[src/rtl/na_pkg.sv]
`default_nettype none

package na_pkg;

    // Default depth of the held and sounding note lists
    localparam int MAX_HELD_DEF = 16;

    // Configuration port
    localparam int CFG_IDX_W  = 3;
    localparam int CFG_DATA_W = 24;

    localparam logic [CFG_IDX_W-1:0] REG_ENABLED      = 3'd0;
    localparam logic [CFG_IDX_W-1:0] REG_CLOCK_SOURCE = 3'd1;
    localparam logic [CFG_IDX_W-1:0] REG_ARP_MODE     = 3'd2;
    localparam logic [CFG_IDX_W-1:0] REG_OCTAVE_SPAN  = 3'd3;
    localparam logic [CFG_IDX_W-1:0] REG_STEP_PERIOD  = 3'd4;

    // Input function codes
    localparam logic [2:0] FUNC_NOTE_ON  = 3'd0;
    localparam logic [2:0] FUNC_NOTE_OFF = 3'd1;
    localparam logic [2:0] FUNC_ADVANCE  = 3'd2;
    localparam logic [2:0] FUNC_STEP     = 3'd3;
    localparam logic [2:0] FUNC_STOP     = 3'd4;

    // Clock source codes
    localparam logic CLK_INTERNAL = 1'b0;
    localparam logic CLK_HOST     = 1'b1;

    // Arpeggio modes
    localparam logic [1:0] MODE_UP     = 2'd0;
    localparam logic [1:0] MODE_BOUNCE = 2'd1;
    localparam logic [1:0] MODE_RANDOM = 2'd2;
    localparam logic [1:0] MODE_CHORD  = 2'd3;

    // Result event kinds
    localparam logic KIND_OFF = 1'b0;
    localparam logic KIND_ON  = 1'b1;

    localparam logic [6:0]  VEL_ON     = 7'd120;
    localparam logic [6:0]  VEL_OFF    = 7'd0;
    localparam logic [6:0]  PITCH_MAX  = 7'd127;
    localparam logic [7:0]  OCT_SEMIS  = 8'd12;
    localparam logic [15:0] LFSR_SEED  = 16'hACE1;
    localparam logic [15:0] LFSR_TAPS  = 16'hB400;

    // Register reset values
    localparam logic        RST_ENABLED      = 1'b1;
    localparam logic        RST_CLOCK_SOURCE = CLK_INTERNAL;
    localparam logic [1:0]  RST_ARP_MODE     = MODE_UP;
    localparam logic [2:0]  RST_OCTAVE_SPAN  = 3'd1;
    localparam logic [23:0] RST_STEP_PERIOD  = 24'd5512;

    typedef struct packed {
        logic        enabled;
        logic        clock_source;
        logic [1:0]  arp_mode;
        logic [2:0]  octave_span;
        logic [23:0] step_period;
    } t_cfg;

    // Command classes passed from the front end to the sequencer
    typedef enum logic [1:0] {
        OP_NOTE_ON,
        OP_NOTE_OFF,
        OP_STEP,
        OP_STOP
    } t_op;

    typedef struct packed {
        t_op        op;
        logic [6:0] note;
    } t_cmd;

endpackage

`default_nettype wire

[src/rtl/na_rem.sv]
`default_nettype none

// Restoring remainder unit: one dividend bit per cycle
module na_rem #(
    parameter int W_N = 16,
    parameter int W_D = 8
) (
    input  wire logic           i_clk,
    input  wire logic           i_rst_n,
    input  wire logic           i_start,
    input  wire logic [W_N-1:0] i_num,
    input  wire logic [W_D-1:0] i_den,
    output logic                o_done,
    output logic [W_D-1:0]      o_rem
);

    localparam int CNT_W = $clog2(W_N + 1);

    logic             r_busy;
    logic             r_done;
    logic [CNT_W-1:0] r_cnt;
    logic [W_N-1:0]   r_num;
    logic [W_D-1:0]   r_den;
    logic [W_D-1:0]   r_rem;
    logic [W_D:0]     w_trial;
    logic [W_D:0]     w_next;

    // Shift in one bit and subtract when it fits
    always_comb begin
        w_trial = {r_rem, r_num[W_N-1]};
        if (w_trial >= {1'b0, r_den}) begin
            w_next = w_trial - {1'b0, r_den};
        end else begin
            w_next = w_trial;
        end
    end

    always_ff @(posedge i_clk) begin
        if (!i_rst_n) begin
            r_busy <= 1'b0;
            r_done <= 1'b0;
            r_cnt  <= '0;
        end else begin
            r_done <= 1'b0;
            if (i_start) begin
                r_busy <= 1'b1;
                r_cnt  <= CNT_W'(W_N);
                r_num  <= i_num;
                r_den  <= i_den;
                r_rem  <= '0;
            end else if (r_busy) begin
                r_rem <= w_next[W_D-1:0];
                r_num <= {r_num[W_N-2:0], 1'b0};
                r_cnt <= r_cnt - CNT_W'(1);
                if (r_cnt == CNT_W'(1)) begin
                    r_busy <= 1'b0;
                    r_done <= 1'b1;
                end
            end
        end
    end

    assign o_done = r_done;
    assign o_rem  = r_rem;

endmodule

`default_nettype wire

[src/rtl/na_queue.sv]
`default_nettype none

// Two-entry command queue between front end and sequencer
module na_queue (
    input  wire logic         i_clk,
    input  wire logic         i_rst_n,
    input  wire logic         i_push,
    input  wire na_pkg::t_cmd i_cmd,
    output logic              o_full,
    input  wire logic         i_pop,
    output logic              o_valid,
    output na_pkg::t_cmd      o_cmd
);

    logic [1:0]   r_cnt;
    logic         r_wp;
    logic         r_rp;
    na_pkg::t_cmd r_slot [2];
    logic         w_push;
    logic         w_pop;

    assign o_full  = (r_cnt == 2'd2);
    assign o_valid = (r_cnt != 2'd0);
    assign o_cmd   = r_slot[r_rp];
    assign w_push  = i_push && !o_full;
    assign w_pop   = i_pop && o_valid;

    // Hold entries and advance pointers
    always_ff @(posedge i_clk) begin
        if (!i_rst_n) begin
            r_cnt <= 2'd0;
            r_wp  <= 1'b0;
            r_rp  <= 1'b0;
        end else begin
            if (w_push) begin
                r_slot[r_wp] <= i_cmd;
                r_wp         <= !r_wp;
            end
            if (w_pop) begin
                r_rp <= !r_rp;
            end
            r_cnt <= r_cnt + 2'(w_push) - 2'(w_pop);
        end
    end

endmodule

`default_nettype wire

[src/rtl/na_front.sv]
`default_nettype none

// Front end: accept transactions, filter them, run the sample clock
module na_front (
    input  wire logic         i_clk,
    input  wire logic         i_rst_n,
    input  wire na_pkg::t_cfg i_cfg,
    input  wire logic         i_in_valid,
    output logic              o_in_stall,
    input  wire logic [2:0]   i_func,
    input  wire logic [6:0]   i_note,
    input  wire logic [12:0]  i_sample_count,
    output logic              o_push,
    output na_pkg::t_cmd      o_cmd,
    input  wire logic         i_q_full
);

    typedef enum logic {F_IDLE, F_DIV} t_fstate;

    t_fstate     r_state, n_state;
    logic [23:0] r_acc, n_acc;
    logic [23:0] w_period;
    logic [24:0] w_sum;
    logic        w_accept;
    logic        w_rem_start;
    logic        w_rem_done;
    logic [23:0] w_rem;

    assign o_in_stall = (r_state != F_IDLE) || i_q_full;
    assign w_accept   = i_in_valid && !o_in_stall;
    assign w_period   = (i_cfg.step_period == 24'd0) ? 24'd1 : i_cfg.step_period;
    assign w_sum      = {1'b0, r_acc} + 25'(i_sample_count);

    // Classify the transaction and decide what goes to the queue
    always_comb begin
        n_state     = r_state;
        n_acc       = r_acc;
        w_rem_start = 1'b0;
        o_push      = 1'b0;
        o_cmd.op    = na_pkg::OP_STEP;
        o_cmd.note  = i_note;
        unique case (r_state)
            F_IDLE: begin
                if (w_accept && i_cfg.enabled) begin
                    unique case (i_func)
                        na_pkg::FUNC_NOTE_ON: begin
                            o_push   = 1'b1;
                            o_cmd.op = na_pkg::OP_NOTE_ON;
                        end
                        na_pkg::FUNC_NOTE_OFF: begin
                            o_push   = 1'b1;
                            o_cmd.op = na_pkg::OP_NOTE_OFF;
                        end
                        na_pkg::FUNC_ADVANCE: begin
                            if (i_cfg.clock_source == na_pkg::CLK_INTERNAL) begin
                                if (w_sum >= {1'b0, w_period}) begin
                                    w_rem_start = 1'b1;
                                    n_state     = F_DIV;
                                end else begin
                                    n_acc = w_sum[23:0];
                                end
                            end
                        end
                        na_pkg::FUNC_STEP: begin
                            if (i_cfg.clock_source == na_pkg::CLK_HOST) begin
                                o_push   = 1'b1;
                                o_cmd.op = na_pkg::OP_STEP;
                            end
                        end
                        na_pkg::FUNC_STOP: begin
                            if (i_cfg.clock_source == na_pkg::CLK_HOST) begin
                                o_push   = 1'b1;
                                o_cmd.op = na_pkg::OP_STOP;
                            end
                        end
                        default: begin
                        end
                    endcase
                end
            end
            F_DIV: begin
                if (w_rem_done) begin
                    n_acc    = w_rem;
                    o_push   = 1'b1;
                    o_cmd.op = na_pkg::OP_STEP;
                    n_state  = F_IDLE;
                end
            end
            default: begin
                n_state = F_IDLE;
            end
        endcase
    end

    always_ff @(posedge i_clk) begin
        if (!i_rst_n) begin
            r_state <= F_IDLE;
            r_acc   <= '0;
        end else begin
            r_state <= n_state;
            r_acc   <= n_acc;
        end
    end

    // Reduce the accumulator modulo the period
    na_rem #(
        .W_N (25),
        .W_D (24)
    ) u_rem (
        .i_clk   (i_clk),
        .i_rst_n (i_rst_n),
        .i_start (w_rem_start),
        .i_num   (w_sum),
        .i_den   (w_period),
        .o_done  (w_rem_done),
        .o_rem   (w_rem)
    );

endmodule

`default_nettype wire

[src/rtl/na_back.sv]
`default_nettype none

// Sequencer: keeps held and sounding lists and plays the steps
module na_back #(
    parameter int MAX_HELD = na_pkg::MAX_HELD_DEF
) (
    input  wire logic         i_clk,
    input  wire logic         i_rst_n,
    input  wire na_pkg::t_cfg i_cfg,
    input  wire logic         i_q_valid,
    input  wire na_pkg::t_cmd i_q_cmd,
    output logic              o_q_pop,
    output logic              o_out_valid,
    input  wire logic         i_out_stall,
    output logic              o_event_kind,
    output logic [6:0]        o_pitch,
    output logic [6:0]        o_velocity,
    output logic              o_last
);

    localparam int CW = $clog2(MAX_HELD + 1);
    localparam int AW = (MAX_HELD > 1) ? $clog2(MAX_HELD) : 1;

    typedef enum logic [3:0] {
        B_IDLE,
        B_SRCH_RD,
        B_SRCH_CHK,
        B_SHIFT_RD,
        B_SHIFT_WR,
        B_REL_RD,
        B_REL_EMIT,
        B_PICK,
        B_POS_WAIT,
        B_PLAY_RD,
        B_PLAY_EMIT,
        B_OCT
    } t_bstate;

    function automatic logic [2:0] oct_wrap(input logic [2:0] a, input logic [2:0] b);
        logic [2:0] v;
        v = a;
        for (int k = 0; k < 7; k++) begin
            if (v >= b) begin
                v = v - b;
            end
        end
        return v;
    endfunction

    t_bstate              r_state, n_state;
    na_pkg::t_cmd         r_cmd, n_cmd;
    logic [CW-1:0]        r_i, n_i;
    logic [CW-1:0]        r_hcnt, n_hcnt;
    logic [CW-1:0]        r_scnt, n_scnt;
    logic signed [CW-1:0] r_pos, n_pos;
    logic                 r_up, n_up;
    logic [2:0]           r_oct, n_oct;
    logic [15:0]          r_lfsr, n_lfsr;
    logic                 r_ov, n_ov;
    logic                 r_kind, n_kind;
    logic [6:0]           r_pitch, n_pitch;
    logic [6:0]           r_vel, n_vel;
    logic                 r_last, n_last;

    logic [6:0]           held_mem [MAX_HELD];
    logic [6:0]           snd_mem  [MAX_HELD];
    logic [6:0]           r_hdata;
    logic [6:0]           r_sdata;

    logic [AW-1:0]        w_hra;
    logic                 w_hwe;
    logic [AW-1:0]        w_hwa;
    logic                 w_swe;
    logic [AW-1:0]        w_swa;
    logic [6:0]           w_swd;

    logic                 w_free;
    logic [CW-1:0]        w_inext;
    logic [CW-1:0]        w_up_num;
    logic [15:0]          w_lfsr_step;
    logic [7:0]           w_shift_sum;
    logic [6:0]           w_play_pitch;
    logic signed [CW:0]   w_cur;
    logic signed [CW:0]   w_top;
    logic signed [CW:0]   w_nxt;
    logic                 w_up_dir;
    logic                 w_rem_start;
    logic [15:0]          w_rem_num;
    logic                 w_rem_done;
    logic [CW-1:0]        w_rem;

    assign w_free   = !r_ov || !i_out_stall;
    assign w_inext  = r_i + CW'(1);
    assign w_up_num = CW'(r_pos) + CW'(1);

    // Next random value, one Galois shift
    assign w_lfsr_step = r_lfsr[0] ? ((r_lfsr >> 1) ^ na_pkg::LFSR_TAPS) : (r_lfsr >> 1);

    // Held note plus octave offset, saturated
    assign w_shift_sum  = {1'b0, r_hdata} + 8'(r_oct) * na_pkg::OCT_SEMIS;
    assign w_play_pitch = (w_shift_sum > {1'b0, na_pkg::PITCH_MAX}) ?
                          na_pkg::PITCH_MAX : w_shift_sum[6:0];

    // Bounce: turn at the ends, move one step, clamp into the list
    always_comb begin
        w_cur = {r_pos[CW-1], r_pos};
        w_top = $signed({1'b0, r_hcnt}) - $signed((CW+1)'(1));
        if (w_cur <= $signed((CW+1)'(0))) begin
            w_up_dir = 1'b1;
        end else if (w_cur >= w_top) begin
            w_up_dir = 1'b0;
        end else begin
            w_up_dir = r_up;
        end
        w_nxt = w_up_dir ? (w_cur + $signed((CW+1)'(1))) : (w_cur - $signed((CW+1)'(1)));
        if (w_nxt < $signed((CW+1)'(0))) begin
            w_nxt = '0;
        end
        if (w_nxt > w_top) begin
            w_nxt = w_top;
        end
    end

    assign w_hra = (r_state == B_SHIFT_RD) ? w_inext[AW-1:0] : r_i[AW-1:0];

    // Sequence list edits, releases and plays
    always_comb begin
        n_state     = r_state;
        n_cmd       = r_cmd;
        n_i         = r_i;
        n_hcnt      = r_hcnt;
        n_scnt      = r_scnt;
        n_pos       = r_pos;
        n_up        = r_up;
        n_oct       = r_oct;
        n_lfsr      = r_lfsr;
        n_ov        = r_ov && i_out_stall;
        n_kind      = r_kind;
        n_pitch     = r_pitch;
        n_vel       = r_vel;
        n_last      = r_last;
        o_q_pop     = 1'b0;
        w_hwe       = 1'b0;
        w_hwa       = r_i[AW-1:0];
        w_swe       = 1'b0;
        w_swa       = r_i[AW-1:0];
        w_swd       = w_play_pitch;
        w_rem_start = 1'b0;
        w_rem_num   = 16'(w_up_num);
        unique case (r_state)
            B_IDLE: begin
                if (i_q_valid) begin
                    o_q_pop = 1'b1;
                    n_cmd   = i_q_cmd;
                    n_i     = '0;
                    if (i_q_cmd.op == na_pkg::OP_NOTE_ON ||
                        i_q_cmd.op == na_pkg::OP_NOTE_OFF) begin
                        n_state = B_SRCH_RD;
                    end else if (r_scnt != '0) begin
                        n_state = B_REL_RD;
                    end else if (i_q_cmd.op == na_pkg::OP_STOP) begin
                        n_state = B_IDLE;
                    end else begin
                        n_state = B_PICK;
                    end
                end
            end
            B_SRCH_RD: begin
                if (r_i == r_hcnt) begin
                    // Not present: append on note on if there is room
                    if (r_cmd.op == na_pkg::OP_NOTE_ON && r_hcnt < CW'(MAX_HELD)) begin
                        w_hwe  = 1'b1;
                        w_hwa  = r_hcnt[AW-1:0];
                        n_hcnt = r_hcnt + CW'(1);
                    end
                    n_state = B_IDLE;
                end else begin
                    n_state = B_SRCH_CHK;
                end
            end
            B_SRCH_CHK: begin
                if (r_hdata == r_cmd.note) begin
                    n_state = (r_cmd.op == na_pkg::OP_NOTE_OFF) ? B_SHIFT_RD : B_IDLE;
                end else begin
                    n_i     = w_inext;
                    n_state = B_SRCH_RD;
                end
            end
            B_SHIFT_RD: begin
                if (w_inext < r_hcnt) begin
                    n_state = B_SHIFT_WR;
                end else begin
                    n_hcnt  = r_hcnt - CW'(1);
                    n_state = B_IDLE;
                end
            end
            B_SHIFT_WR: begin
                // Close the gap one entry at a time
                w_hwe   = 1'b1;
                n_i     = w_inext;
                n_state = B_SHIFT_RD;
            end
            B_REL_RD: begin
                n_state = B_REL_EMIT;
            end
            B_REL_EMIT: begin
                if (w_free) begin
                    n_ov    = 1'b1;
                    n_kind  = na_pkg::KIND_OFF;
                    n_pitch = r_sdata;
                    n_vel   = na_pkg::VEL_OFF;
                    n_last  = 1'b0;
                    if (w_inext == r_scnt) begin
                        n_last  = (r_cmd.op == na_pkg::OP_STOP) || (r_hcnt == '0);
                        n_scnt  = '0;
                        n_i     = '0;
                        n_state = (r_cmd.op == na_pkg::OP_STOP) ? B_IDLE : B_PICK;
                    end else begin
                        n_i     = w_inext;
                        n_state = B_REL_RD;
                    end
                end
            end
            B_PICK: begin
                n_i = '0;
                if (r_hcnt == '0) begin
                    n_state = B_OCT;
                end else begin
                    unique case (i_cfg.arp_mode)
                        na_pkg::MODE_UP: begin
                            w_rem_start = 1'b1;
                            n_state     = B_POS_WAIT;
                        end
                        na_pkg::MODE_BOUNCE: begin
                            n_up    = w_up_dir;
                            n_pos   = w_nxt[CW-1:0];
                            n_i     = w_nxt[CW-1:0];
                            n_state = B_PLAY_RD;
                        end
                        na_pkg::MODE_RANDOM: begin
                            n_lfsr      = w_lfsr_step;
                            w_rem_num   = w_lfsr_step;
                            w_rem_start = 1'b1;
                            n_state     = B_POS_WAIT;
                        end
                        na_pkg::MODE_CHORD: begin
                            n_state = B_PLAY_RD;
                        end
                        default: begin
                            n_state = B_OCT;
                        end
                    endcase
                end
            end
            B_POS_WAIT: begin
                if (w_rem_done) begin
                    n_pos   = $signed(w_rem);
                    n_i     = w_rem;
                    n_state = B_PLAY_RD;
                end
            end
            B_PLAY_RD: begin
                n_state = B_PLAY_EMIT;
            end
            B_PLAY_EMIT: begin
                if (w_free) begin
                    n_ov    = 1'b1;
                    n_kind  = na_pkg::KIND_ON;
                    n_pitch = w_play_pitch;
                    n_vel   = na_pkg::VEL_ON;
                    w_swe   = 1'b1;
                    if (i_cfg.arp_mode == na_pkg::MODE_CHORD) begin
                        n_last = (w_inext == r_hcnt);
                        if (w_inext == r_hcnt) begin
                            n_scnt  = r_hcnt;
                            n_state = B_OCT;
                        end else begin
                            n_i     = w_inext;
                            n_state = B_PLAY_RD;
                        end
                    end else begin
                        w_swa   = '0;
                        n_last  = 1'b1;
                        n_scnt  = CW'(1);
                        n_state = B_OCT;
                    end
                end
            end
            B_OCT: begin
                if (i_cfg.octave_span != 3'd0) begin
                    n_oct = oct_wrap(r_oct + 3'd1, i_cfg.octave_span);
                end
                n_state = B_IDLE;
            end
            default: begin
                n_state = B_IDLE;
            end
        endcase
    end

    // Held and sounding note memories
    always_ff @(posedge i_clk) begin
        if (w_hwe) begin
            held_mem[w_hwa] <= (r_state == B_SHIFT_WR) ? r_hdata : r_cmd.note;
        end
        if (w_swe) begin
            snd_mem[w_swa] <= w_swd;
        end
        r_hdata <= held_mem[w_hra];
        r_sdata <= snd_mem[r_i[AW-1:0]];
    end

    always_ff @(posedge i_clk) begin
        if (!i_rst_n) begin
            r_state <= B_IDLE;
            r_i     <= '0;
            r_hcnt  <= '0;
            r_scnt  <= '0;
            r_pos   <= '1;
            r_up    <= 1'b1;
            r_oct   <= '0;
            r_lfsr  <= na_pkg::LFSR_SEED;
            r_ov    <= 1'b0;
        end else begin
            r_state <= n_state;
            r_i     <= n_i;
            r_hcnt  <= n_hcnt;
            r_scnt  <= n_scnt;
            r_pos   <= n_pos;
            r_up    <= n_up;
            r_oct   <= n_oct;
            r_lfsr  <= n_lfsr;
            r_ov    <= n_ov;
        end
        r_cmd   <= n_cmd;
        r_kind  <= n_kind;
        r_pitch <= n_pitch;
        r_vel   <= n_vel;
        r_last  <= n_last;
    end

    // Position modulo the held count
    na_rem #(
        .W_N (16),
        .W_D (CW)
    ) u_rem (
        .i_clk   (i_clk),
        .i_rst_n (i_rst_n),
        .i_start (w_rem_start),
        .i_num   (w_rem_num),
        .i_den   (r_hcnt),
        .o_done  (w_rem_done),
        .o_rem   (w_rem)
    );

    assign o_out_valid  = r_ov;
    assign o_event_kind = r_kind;
    assign o_pitch      = r_pitch;
    assign o_velocity   = r_vel;
    assign o_last       = r_last;

endmodule

`default_nettype wire

[src/rtl/note_arpeggiator.sv]
// Note arpeggiator. Note on and note off transactions edit an insertion-ordered
// list of up to MAX_HELD held notes; advance transactions (internal clock) or
// host step transactions (host clock) play one arpeggio step, which first emits
// a note off for every sounding pitch and then a note on for the next held note
// (up, bounce, random) or for all held notes (chord); host stop releases only.
// The final result of a transaction carries o_last. The front end takes one
// transaction a cycle while its two-entry queue has room; an advance that
// crosses the step period holds the input while the accumulator is reduced
// one bit a cycle. The sequencer searches the held list one entry at a time on
// a note on or off, and on a note off moves the later entries down one at a
// time; a step releases the sounding notes one at a time and then plays, using
// a serial remainder to pick the position in up and random order. Output
// stalls hold the sequencer back.
`default_nettype none

module note_arpeggiator #(
    parameter int MAX_HELD = na_pkg::MAX_HELD_DEF
) (
    input  wire logic                          i_clk,
    input  wire logic                          i_rst_n,
    input  wire logic                          i_cfg_we,
    input  wire logic [na_pkg::CFG_IDX_W-1:0]  i_cfg_index,
    input  wire logic [na_pkg::CFG_DATA_W-1:0] i_cfg_data,
    input  wire logic                          i_in_valid,
    output logic                               o_in_stall,
    input  wire logic [2:0]                    i_func,
    input  wire logic [6:0]                    i_note,
    input  wire logic [12:0]                   i_sample_count,
    output logic                               o_out_valid,
    input  wire logic                          i_out_stall,
    output logic                               o_event_kind,
    output logic [6:0]                         o_pitch,
    output logic [6:0]                         o_velocity,
    output logic                               o_last
);

    na_pkg::t_cfg r_cfg;
    logic         w_push;
    na_pkg::t_cmd w_push_cmd;
    logic         w_q_full;
    logic         w_q_valid;
    na_pkg::t_cmd w_q_cmd;
    logic         w_q_pop;

    // Configuration registers
    always_ff @(posedge i_clk) begin
        if (!i_rst_n) begin
            r_cfg.enabled      <= na_pkg::RST_ENABLED;
            r_cfg.clock_source <= na_pkg::RST_CLOCK_SOURCE;
            r_cfg.arp_mode     <= na_pkg::RST_ARP_MODE;
            r_cfg.octave_span  <= na_pkg::RST_OCTAVE_SPAN;
            r_cfg.step_period  <= na_pkg::RST_STEP_PERIOD;
        end else if (i_cfg_we) begin
            unique case (i_cfg_index)
                na_pkg::REG_ENABLED:      r_cfg.enabled      <= i_cfg_data[0];
                na_pkg::REG_CLOCK_SOURCE: r_cfg.clock_source <= i_cfg_data[0];
                na_pkg::REG_ARP_MODE:     r_cfg.arp_mode     <= i_cfg_data[1:0];
                na_pkg::REG_OCTAVE_SPAN:  r_cfg.octave_span  <= i_cfg_data[2:0];
                na_pkg::REG_STEP_PERIOD:  r_cfg.step_period  <= i_cfg_data[23:0];
                default: begin
                end
            endcase
        end
    end

    na_front u_front (
        .i_clk          (i_clk),
        .i_rst_n        (i_rst_n),
        .i_cfg          (r_cfg),
        .i_in_valid     (i_in_valid),
        .o_in_stall     (o_in_stall),
        .i_func         (i_func),
        .i_note         (i_note),
        .i_sample_count (i_sample_count),
        .o_push         (w_push),
        .o_cmd          (w_push_cmd),
        .i_q_full       (w_q_full)
    );

    na_queue u_queue (
        .i_clk   (i_clk),
        .i_rst_n (i_rst_n),
        .i_push  (w_push),
        .i_cmd   (w_push_cmd),
        .o_full  (w_q_full),
        .i_pop   (w_q_pop),
        .o_valid (w_q_valid),
        .o_cmd   (w_q_cmd)
    );

    na_back #(
        .MAX_HELD (MAX_HELD)
    ) u_back (
        .i_clk        (i_clk),
        .i_rst_n      (i_rst_n),
        .i_cfg        (r_cfg),
        .i_q_valid    (w_q_valid),
        .i_q_cmd      (w_q_cmd),
        .o_q_pop      (w_q_pop),
        .o_out_valid  (o_out_valid),
        .i_out_stall  (i_out_stall),
        .o_event_kind (o_event_kind),
        .o_pitch      (o_pitch),
        .o_velocity   (o_velocity),
        .o_last       (o_last)
    );

endmodule

`default_nettype wire

[config.mk]
export PLATFORM = sky130hd
export DESIGN_NAME = note_arpeggiator
export DESIGN_NICKNAME = d
export VERILOG_FILES = /design/src/rtl/na_pkg.sv /design/src/rtl/na_rem.sv /design/src/rtl/na_queue.sv /design/src/rtl/na_front.sv /design/src/rtl/na_back.sv /design/src/rtl/note_arpeggiator.sv
export SDC_FILE = /design/constraint.sdc
export NUM_CORES = 1
export LEC_CHECK = 0
export ABC_AREA = 1
export BUFFER_PORTS_ARGS = -buffer_cell sky130_fd_sc_hd__buf_4
export CORE_MARGIN = 1.5
export CORE_UTILIZATION = 51
export CTS_CLUSTER_SIZE = 25
export DETAILED_ROUTE_END_ITERATION = 8
export GPL_TIMING_DRIVEN = 0
export HOLD_SLACK_MARGIN = 0.03
export PLACE_DENSITY = 0.67
export RECOVER_POWER = 50
export SETUP_SLACK_MARGIN = 0.15
export SYNTH_ARGS = -nofsm -noshare
export SYNTH_HDL_FRONTEND = slang
export SYNTH_SLANG_ARGS = --single-unit
export TNS_END_PERCENT = 1
[constraint.sdc]
create_clock -name i_clk -period 14.2 [get_ports i_clk]
set_clock_uncertainty 0.2 [all_clocks]
set_input_delay 1.42 -clock i_clk [delete_from_list [all_inputs] [get_ports i_clk]]
set_output_delay 1.42 -clock i_clk [all_outputs]
set_load 0.005 [all_outputs]
==> results of run 1 <==
stage by stage:
stage	total power [mW]	setup WS [ps]	util [%]	std cells	instance area, µm²
2_1_floorplan	3.06	6780	-	2630	24800
3_3_place_gp	3.44	5060	54.6	3314	26100
3_5_place_dp	3.54	5460	54.8	3321	26200
4_1_cts	5.02	5380	58.7	3421	28100
5_1_grt	5.30	4450	58.6	3421	28000
6_report	5.00	5390	58.6	3421	28000
logic make-up (layout without fill, tap and decap cells):
kind of cell | after synthesis | count (layout) | share of synthesized area (%)
compound gates | 610 | 610 | 14.1
xor+xnor | 80 | 80 | 2.82
fa+ha+maj | 138 | 138 | 7.38
buf+inv | 386 | 562 | 6.01
flops | 493 | 493 | 54.3
mux | 5 | 5 | 0.202
other cells | 1 | 3 | 0.0151
simple gates | 915 | 915 | 15.2
metal layers:
metal | vias up | GRT usage, % | share of wire (%)
met4 | 2 | 7.35 | 2.2
met5 | - | 0 | 0.020
met1 | 9341 | 36.4 | 44
li1 | 9331 | - | -
met2 | 673 | 43.2 | 47
met3 | 120 | 4.16 | 7.1
worst paths after layout:
path                      from              end  slack (ps)  cells after the start
setup reg to reg     r_cfg[25]  u_back.r_oct[2]        5390                     44
hold / removal    u_queue.r_rp         register         260                      1
setup / recovery     r_cfg[25]  u_back.r_oct[2]        5390                     44
hold reg to reg   u_queue.r_rp         register         260                      1
worst register-to-register path: cells and delay by family (launching register included):
kind	cells	cell delay [ps]
DFF	1	670
and+or+nand+nor	14	1250
AOI/OAI and AO/OA	15	3380
buffers and inverters	8	920
adders and majority gates	7	2350
power by group:
group          switching, mW  internal [mW]
clock network          0.599          0.872
registers             0.0553           1.74
logic                   1.15          0.584
layout make-up:
cell class | instances | area (µm²) | share of cell area [%]
buffer | 122 | 499 | 1.78
clock buffer | 68 | 1520 | 5.41
timing repair buffer | 76 | 553 | 1.97
multi-input combinational | 1751 | 9870 | 35.2
tap | 615 | 769 | 2.74
sequential | 493 | 13500 | 48.0
inverter | 264 | 991 | 3.53
clock inverter | 32 | 375 | 1.34
state kept, by name, summed over array words and instances (netlist names), 16 cells and up, named ones only:
name / count
u_queue.r_slot: 18
u_back.u_rem.r_num: 16
u_front.r_acc: 24
u_back.snd_mem: 112
u_back.held_mem: 112
r_cfg: 31
u_front.u_rem.r_den: 24
u_front.u_rem.r_num: 25
u_back.r_lfsr: 16
u_front.u_rem.o_rem: 24
cell usage in the layout, fill, tap and decap left out, drive strengths merged, types with 11 or more instances in the layout:
cell,netlist,routed
nor4,14,14
nand3,77,77
clkinv,4,24
o21ai,264,264
nand2,503,503
nor3,26,26
fa,14,14
clkbuf,98,200
xor2,46,46
o221ai,42,42
a31oi,15,15
a21oi,207,207
nor2,259,259
nand4,19,19
ha,124,124
dfxtp,134,134
xnor2,34,34
o211ai,19,19
or2,11,11
a211oi,13,13
o22ai,21,21
edfxtp,359,359
buf,24,66
inv,260,263
==> metrics.yaml, run 1 <==
critical_path:
  startpoint_type: "register"
  cp.arrival_ps: 9150
  path_delay_family: "compound AO/OA/AOI/OAI gates"
  cp_num_buf_inv: 8
  crit_top_cell: "nand2_1"
  worstPathRequired_ps: 14540
  worstSetupPathType: "register to register"
  crit_fanout: 10
  slowest_delay_ps: 670
  cpMaxStageDelayCell: "dfxtp_1"
  cp-end-kind: "register"
sta:
  tns_ps: 0
  setup_violations: 0
  max_slew_margin_pct: 3.29
  fmax_ghz: 0.114
  holdWs_ps: 257
  worst_pin_slew_ps: 1440
  fin_crit_ps: 8810
  finalCritPeriodShare_pct: 62.0
  finalHoldViolCount: 0
  drv_slew: 0
  rsz0062_at_grt: "no"
power:
  power_density_nw_per_um2: 178
  ir_drop_mv: 0.315
  leakagePower_nw: 11.1
clock_network:
  cts_hold_buf: 0
  cts_resized: 0
  cts_root_buffer: "clkbuf_16"
  cts_buffers: 53
  clk_pin_slew_ps: 60
  tritoncts: "done"
  clockBufferDepth: 3
  ctsHtreeMaxLevel: 2
  clock_sinks: 493
  post_cts_buffers: 0
  clk_latency_ps: 630
drt:
  wl_per_cell_um: 19.3
  drc: 0
  drt_pass1_iterations: 6
  vias_per_cell: 5.69
  num_vias: 19467
  detail-route-antenna-nets: 0
  wl_mm: 66.0
  drt_iter0_markers: 1777
grt:
  grt_pass1_wl_mm: 103
  grt_remaining_overflow: 0
  grt_pass1_vias: 18887
  antenna_found_initial: 1
  grt_max_degree: 36
  track_usage_pct: 26.3
synth:
  synth.top_cells.by_count: "nand2_1 (488), edfxtp_1 (359), nor2_1 (254), inv_1 (251), o21ai_0 (241)"
  synth_cells: 2628
  synth_top_area_share_pct: 43.5
  syn_area_um2: 24800
  yosysSeqAreaShare_pct: 54.3
  ys_warn_count: 0
  synth-edff-count: 359
  synth_flop_cell: "edfxtp_1"
  avgSynthCellArea_um2: 9.44
  yosysUniqueCellTypes: 56
  ys_async_sr_fraction_pct: 0
  synth-seq-cells: 493
  synthTopCellsByArea: "edfxtp_1 (43%), dfxtp_1 (11%), nand2_1 (7.4%)"
  synth_most_common_cell: "nand2_1"
  synth_top_area_cell: "edfxtp_1"
run:
  maxCapViolations: 0
die:
  initial_core_util_pct: 51.8
  chipHeight_um: 224
  die_area_um2: 50000
  rows: 80
  die_w_um: 224
  ioPinCount: 73
  fp.coreArea_um2: 47800
final_layout:
  drive_gt1_share_pct: 8.13
  antenna_cells: 0
  layout.nets: 2954
  n_fill_cell: 4178
  areaGrowthSynthToFinish_pct: 13.0
status:
  status: "finished clean"
place:
  hpwl_mm: 48.1
  gp_congestion: 0.945
  port_buffers: 69
hold_path:
  hold_path.class: "register to register"
(Power assumes the default switching activity.)
==> run 2: changes to the inputs <==
--- a/config.mk
+++ b/config.mk
@@ -5,7 +5,7 @@
 export SDC_FILE = /design/constraint.sdc
 export NUM_CORES = 1
 export LEC_CHECK = 0
-export ABC_AREA = 1
+export ABC_AREA = 0
 export BUFFER_PORTS_ARGS = -buffer_cell sky130_fd_sc_hd__buf_4
 export CORE_MARGIN = 1.5
 export CORE_UTILIZATION = 51
==> constraint.sdc (replaced) <==
create_clock -name i_clk -period 8.8 [get_ports i_clk]
set_clock_uncertainty 0.2 [all_clocks]
set_input_delay 0.88 -clock i_clk [delete_from_list [all_inputs] [get_ports i_clk]]
set_output_delay 0.88 -clock i_clk [all_outputs]
set_load 0.005 [all_outputs]
==> metrics.yaml, run 2 <==
die:
  fp.coreArea_um2: 48600  # +1.7%
  die_w_um: 225  # +0.47%
  initial_core_util_pct: 51.5  # -0.37 points
  rows: 81  # +1.3%
  ioPinCount: 73  # unchanged
  chipHeight_um: 225  # +0.47%
  die_area_um2: 50400  # +0.94%
clock_network:
  tritoncts: "done"
  cts_buffers: 53  # unchanged
  clock_sinks: 493  # unchanged
  clk_pin_slew_ps: 60  # about the same
  ctsHtreeMaxLevel: 2  # unchanged
  cts_root_buffer: "clkbuf_16"
  clk_latency_ps: 610  # -20 ps
  cts_hold_buf: 0  # unchanged
  clockBufferDepth: 3  # unchanged
synth:
  synth-seq-cells: 493  # unchanged
  ys_warn_count: 0  # unchanged
  synth.top_cells.by_count: "edfxtp_1 (359), nand2_1 (250), nor2_1 (186), dfxtp_1 (134), ha_1 (124)"
  yosysUniqueCellTypes: 88  # +57%
  ys_async_sr_fraction_pct: 0  # unchanged
  synthTopCellsByArea: "edfxtp_1 (43%), dfxtp_1 (11%), mux4_2 (6.3%)"
  synth-edff-count: 359  # unchanged
  synth_most_common_cell: "edfxtp_1"
  syn_area_um2: 25000  # +0.95%
  synth_cells: 2130  # -19%
  synth_top_area_cell: "edfxtp_1"
  yosysSeqAreaShare_pct: 53.8  # -0.51 points
  synth_top_area_share_pct: 43.0  # -0.41 points
  synth_flop_cell: "edfxtp_1"
  avgSynthCellArea_um2: 11.8  # +25%
final_layout:
  reg_top3: "u_back.held_mem (112), u_back.snd_mem (112), r_cfg (31)"
  regArea_um2: 13500  # +0.10%
  n_fill_cell: 3900  # -6.7%
  layout.nets: 2482  # -16%
  areaGrowthSynthToFinish_pct: 15.4
  multi_input_area_um2: 10900  # +11%
  final_area_um2: 28900  # +3.1%
  antenna_cells: 0  # unchanged
  final_cell_mix: "edfxtp_1 (359), nand2_1 (249), nor2_1 (183)"
  drive_gt1_share_pct: 16.2  # +8.1 points
  fin_util_pct: 59.4  # +0.80 points
  mostFrequentLayoutCell: "edfxtp_1"
sta:
  rsz0062_at_grt: "yes"
  setup_violations: 0  # unchanged
  worst_pin_slew_ps: 1370  # -70.9 ps
  drv_slew: 0  # unchanged
  max_slew_margin_pct: 8.06  # +4.8 points
  fin_crit_ps: 8690  # -125 ps
  fmax_ghz: 0.115  # +1.4%
  finalCritPeriodShare_pct: 98.7  # +37 points
  finalHoldViolCount: 0  # unchanged
  holdWs_ps: 269  # +12.2 ps
critical_path:
  r2r-start: "u_back.r_oct[1]"
  slowest_delay_ps: 420  # -250 ps
  crit_top_cell: "ha_4"
  r2r_slack_ps: 110  # -5270 ps
  startpoint: "u_back.r_oct[1]"
  worstPathRequired_ps: 9100  # -5440 ps
  cp-end-kind: "register"
  crit_fanout: 6  # -4
  cp.arrival_ps: 8990  # -160 ps
  worstSetupPathType: "register to register"
  cpMaxStageDelayCell: "fa_1"
  startpoint_type: "register"
drt:
  wl_met1_mm: 27.8  # -4.4%
  drt_pass1_iterations: 5  # -1
  dr_wl_met2_mm: 28.7  # -6.8%
  detail-route-antenna-nets: 0  # unchanged
  vias_per_cell: 5.83  # +2.5%
  num_vias: 17241  # -11%
  highest_layer: "met4"
  drt_iter0_markers: 1419  # -20%
  wl_per_cell_um: 21.0  # +9.0%
  drc: 0  # unchanged
  wl_mm: 62.2  # -5.8%
  met3_length_mm: 4.42  # -5.3%
grt:
  track_usage_pct: 24.7  # -1.6 points
  antenna_found_initial: 1  # unchanged
  grt_pass1_wl_mm: 95.4  # -7.0%
  grt_pass1_vias: 16529  # -12%
  grt_max_degree: 26  # -28%
  grt_remaining_overflow: 0  # unchanged
place:
  hpwl_mm: 44.9  # -6.6%
  post_dp_cell_area_um2: 26400  # +0.92%
  gp_congestion: 0.903  # -4.4%
  port_buffers: 69  # unchanged
hold_path:
  hp-start: "u_back.r_lfsr[9]"
  hold_path.class: "register to register"
run:
  maxCapViolations: 0  # unchanged
power:
  ir_drop_mv: 0.425  # +35%
  leakagePower_nw: 10.9  # -1.6%
  power_density_nw_per_um2: 292  # +64%
  p_total_mw: 8.43  # +69%
status:
  status: "finished clean"
## run 2: cell types whose count changed in the layout (fill, tap and decap cells not counted), sizes merged, moves of 35 or more
cell / previous run / this run
a21o: 2 / 40
a21oi: 207 / 105
buf: 66 / 114
inv: 263 / 116
mux2i: 5 / 48
mux4: 0 / 70
nand2: 503 / 250
nand2b: 0 / 35
nand3: 77 / 31
nor2: 259 / 186
o21ai: 264 / 80
o221ai: 42 / 1
## run 2: per-layer routing
layer,global-route usage [%],vias up
met3,4.40,86
met5,0,-
met1,35.5,8511
met4,6.00,0
met2,39.2,571
li1,-,8073
## run 2: cell families after synthesis
kind of cell,share of synthesized area [%]
XOR/XNOR,3.67
buffers and inverters,3.78
multiplexers,9.71
other,0.0150
adder cells (fa/ha/maj),7.31
AND/OR/NAND/NOR,11.4
flip-flops,53.8
AO/OA/AOI/OAI,10.4
## run 2: worst max-delay path, delay by kind of cell, from the launching register on
family	cells	cell delay, ps
multiplexers	3	1030
AO/OA/AOI/OAI	19	3310
adder cells (fa/ha/maj)	8	2360
buffers and inverters	2	260
flip-flops	1	370
AND/OR/NAND/NOR	8	850
XOR/XNOR	1	170
## run 2: repair_timing
item / in CTS / in global routing
setup endpoints to repair: 3 / 3
resized for setup: 40 / 18
pin swaps: 16 / 30
buffers inserted: 15 / 15
endpoints found under the hold margin: 0 / 0
## run 2: per-stage QoR
stage               setup TNS (ps)  cells  worst slack (ps)
finish                           0   2956               115
global route                  -179   2956              -179
CTS                              0   2941               153
detailed placement           -2980   2826             -1180
global placement            -43300   2823              -877
floorplan                        0   2132               164
## run 2: worst paths after layout
kind                            cells past startpoint               end
worst max register to register                     41   u_back.r_oct[2]
worst min-delay path                                2  u_back.r_lfsr[9]
worst max-delay path                               41   u_back.r_oct[2]
worst min register to register                      2  u_back.r_lfsr[9]
## run 2: report_power, final
group / switching, mW / total, mW / internal (mW)
Combinational: 1.68 / 3.05 / 1.36
Clock: 0.940 / 2.49 / 1.55
Sequential: 0.0924 / 2.89 / 2.80
## run 2: final cells by class
| cell class | count | area share (%) |
|---|---|---|
| flip-flops and latches | 493 | 46.6 |
| repair buffers | 102 | 2.67 |
| clock inverters | 22 | 1.47 |
| clock buffers | 78 | 5.38 |
| plain buffers | 113 | 1.77 |
| well taps | 622 | 2.69 |
| multi-input cells | 1410 | 37.9 |
| inverters | 116 | 1.53 |
==> run 3: changes to the inputs <==
--- a/config.mk
+++ b/config.mk
@@ -8,12 +8,13 @@
 export ABC_AREA = 0
 export BUFFER_PORTS_ARGS = -buffer_cell sky130_fd_sc_hd__buf_4
 export CORE_MARGIN = 1.5
-export CORE_UTILIZATION = 51
+export CORE_UTILIZATION = 58
+export CTS_BUF_LIST = sky130_fd_sc_hd__clkbuf_2
 export CTS_CLUSTER_SIZE = 25
 export DETAILED_ROUTE_END_ITERATION = 8
 export GPL_TIMING_DRIVEN = 0
 export HOLD_SLACK_MARGIN = 0.03
-export PLACE_DENSITY = 0.67
+export PLACE_DENSITY = 0.75
 export RECOVER_POWER = 50
 export SETUP_SLACK_MARGIN = 0.15
 export SYNTH_ARGS = -nofsm -noshare
==> metrics.yaml, run 3 (synthesis gave the netlist of run 2 again) <==
critical_path:
  startpoint_type: "register"
  crit_top_cell: "ha_4"
  worstPathRequired_ps: 9630  # +530 ps
  worstSetupPathType: "register to register"
  cp_num_buf_inv: 2  # unchanged
  slowest_delay_ps: 380  # -40 ps
  worst-r2r-cell-count: 43  # +4.9%
  cpMaxStageDelayCell: "dfxtp_4"
  cp-end-kind: "register"
  crit_fanout: 5  # -1
  r2r_slack_ps: -90  # -210 ps
  r2r-end: "u_back.r_oct[2]"
  startpoint: "u_back.r_oct[0]"
  r2r-start: "u_back.r_oct[0]"
  path_delay_family: "compound AO/OA/AOI/OAI gates"
  cp.arrival_ps: 9730  # +740 ps
clock_network:
  clk_latency_ps: 1200  # +590 ps
  clockBufferDepth: 3  # unchanged
  tritoncts: "done"
  clk_pin_slew_ps: 110  # +50 ps
  ctsHtreeMaxLevel: 3  # +1
  cts_buffers: 121  # +130%
  clock_sinks: 493  # unchanged
  cts_root_buffer: "clkbuf_2"
drt:
  vias_per_cell: 5.95  # +2.0%
  wl_mm: 64.1  # +3.2%
  wl_per_cell_um: 21.0  # -0.26%
  drt_iter0_markers: 1573  # +11%
  detail-route-antenna-nets: 0  # unchanged
  drt_pass1_iterations: 5  # unchanged
  drc: 0  # unchanged
  num_vias: 18187  # +5.5%
status:
  violations: "setup timing"
  status: "finished, violations left"
power:
  p_sw_mw: 2.91  # +7.0%
  clkPwrFrac_pct: 19.9  # -9.7 points
  p_total_mw: 7.88  # -6.5%
  pwr-share-seq_pct: 36.7  # +2.4 points
  p_int_mw: 4.97  # -13%
  power_density_nw_per_um2: 276  # -5.4%
  ir_drop_mv: 0.448  # +5.5%
  leakagePower_nw: 11.1  # +1.6%
  p_comb_share_pct: 43.4  # +7.3 points
  swShare_pct: 36.9  # +4.7 points
sta:
  finalHoldViolCount: 0  # unchanged
  fin_crit_ps: 8890  # +210 ps
  holdWs_ps: 134  # -135 ps
  finalCritPeriodShare_pct: 101  # +2.4 points
  setup_violations: 2  # +2
  rsz0062_at_grt: "yes"
  fin_ws_ps: -94.7  # -210 ps
  max_slew_margin_pct: 20.6  # +13 points
  fmax_ghz: 0.112  # -2.4%
  drv_slew: 0  # unchanged
  worst_pin_slew_ps: 1180  # -187 ps
grt:
  antenna_found_initial: 4  # +3
  grt_remaining_overflow: 0  # unchanged
  grt_pass1_vias: 18039  # +9.1%
  grt_max_degree: 27  # +3.8%
  grt_pass1_wl_mm: 98.7  # +3.4%
  track_usage_pct: 29.1  # +4.3 points
final_layout:
  n_fill_cell: 3167  # -19%
  layout.nets: 2604  # +4.9%
  regArea_um2: 13500  # unchanged
  reg_top3: "u_back.held_mem (112), u_back.snd_mem (112), r_cfg (31)"
  multi_input_area_um2: 11000  # +0.45%
  areaGrowthSynthToFinish_pct: 14.0
  mostFrequentLayoutCell: "edfxtp_1"
  drive_gt1_share_pct: 20.2  # +4.0 points
  final_cell_mix: "edfxtp_1 (359), nand2_1 (248), clkbuf_2 (189)"
die:
  die_area_um2: 44400  # -12%
  die_w_um: 211  # -6.1%
  initial_core_util_pct: 59.3  # +7.8 points
  fp.coreArea_um2: 42200  # -13%
  ioPinCount: 73  # unchanged
  rows: 75  # -7.4%
  chipHeight_um: 211  # -6.1%
place:
  gp_congestion: 0.937  # +3.7%
  hpwl_mm: 44.9  # about the same
  port_buffers: 69  # unchanged
hold_path:
  min_path_cells: 5  # +3
  hold_end: "u_front.u_rem.r_num[12]"
  hp-start: "i_sample_count[12]"
  hold_path.class: "input port to register"
run:
  maxCapViolations: 0  # unchanged
run 3: worst max path at each step:
stage / end / slack [ps] / depth (start not counted)
2_1_floorplan: u_back.r_oct[2] / 160 / 44
3_3_place_gp: u_front.u_rem.o_rem[7] / -800 / 25
3_5_place_dp: u_back.r_oct[2] / -1070 / 46
4_1_cts: u_back.r_oct[2] / 150 / 44
5_1_grt: u_back.r_oct[2] / -460 / 41
6_report: u_back.r_oct[2] / -90 / 43
run 3: metrics by stage:
stage | utilization (%) | setup TNS, ps | cells | instance area (µm²) | setup slack [ps]
after detailed placement | 62.4 | -2690 | 2743 | 26400 | -1070
after floorplan | - | 0 | 2132 | 25100 | 164
final | 67.6 | -169 | 3057 | 28500 | -94.7
after global placement | 62.2 | -40770 | 2740 | 26300 | -800
after CTS | 67.0 | 0 | 3037 | 28300 | 153
after global routing | 67.6 | -1140 | 3057 | 28500 | -462
run 3: area by class of cell:
class                   count  area share, %
diodes                      2         0.0175
clock buffers             188           3.30
repair buffers            156           4.58
flip-flops and latches    493           47.2
clock inverters            40          0.727
well taps                 539           2.36
multi-input cells        1410           38.5
plain buffers             113           1.79
inverters                 116           1.55
run 3: repair_timing:
| item | in CTS | in global routing |
|---|---|---|
| endpoints found under the hold margin | 66 | 0 |
| resized for setup | 36 | 29 |
| buffers inserted | 19 | 18 |
| hold buffers | 47 | 0 |
| endpoints found under the setup margin | 3 | 3 |
| pin swaps | 14 | 28 |
run 3: layer usage:
layer	routed length [µm]	global-route usage, %	up-vias
li1	-	-	8389
met1	27600	40.9	8912
met2	29300	44.9	748
met3	5420	6.47	136
met4	1780	10.1	2
met5	11	0	-
run 3: worst register-to-register path, delay by kind of cell (launching register included):
family,cells,cell delay [ps]
xor gates and xnor gates,1,210
and+or+nand+nor,7,840
adders and majority gates,8,2060
buffers and inverters,2,220
muxes,4,1340
AOI/OAI and AO/OA,21,3560
DFF,1,380
run 3: power groups by stage:
stage               Combinational, mW  Clock [mW]  Sequential (mW)
detailed placement               2.52           0             2.94
CTS                              2.96        1.59             2.89
global route                     3.71        1.70             2.90
global placement                 2.43           0             2.94
finish                           3.42        1.57             2.89
floorplan                        1.91           0             2.89
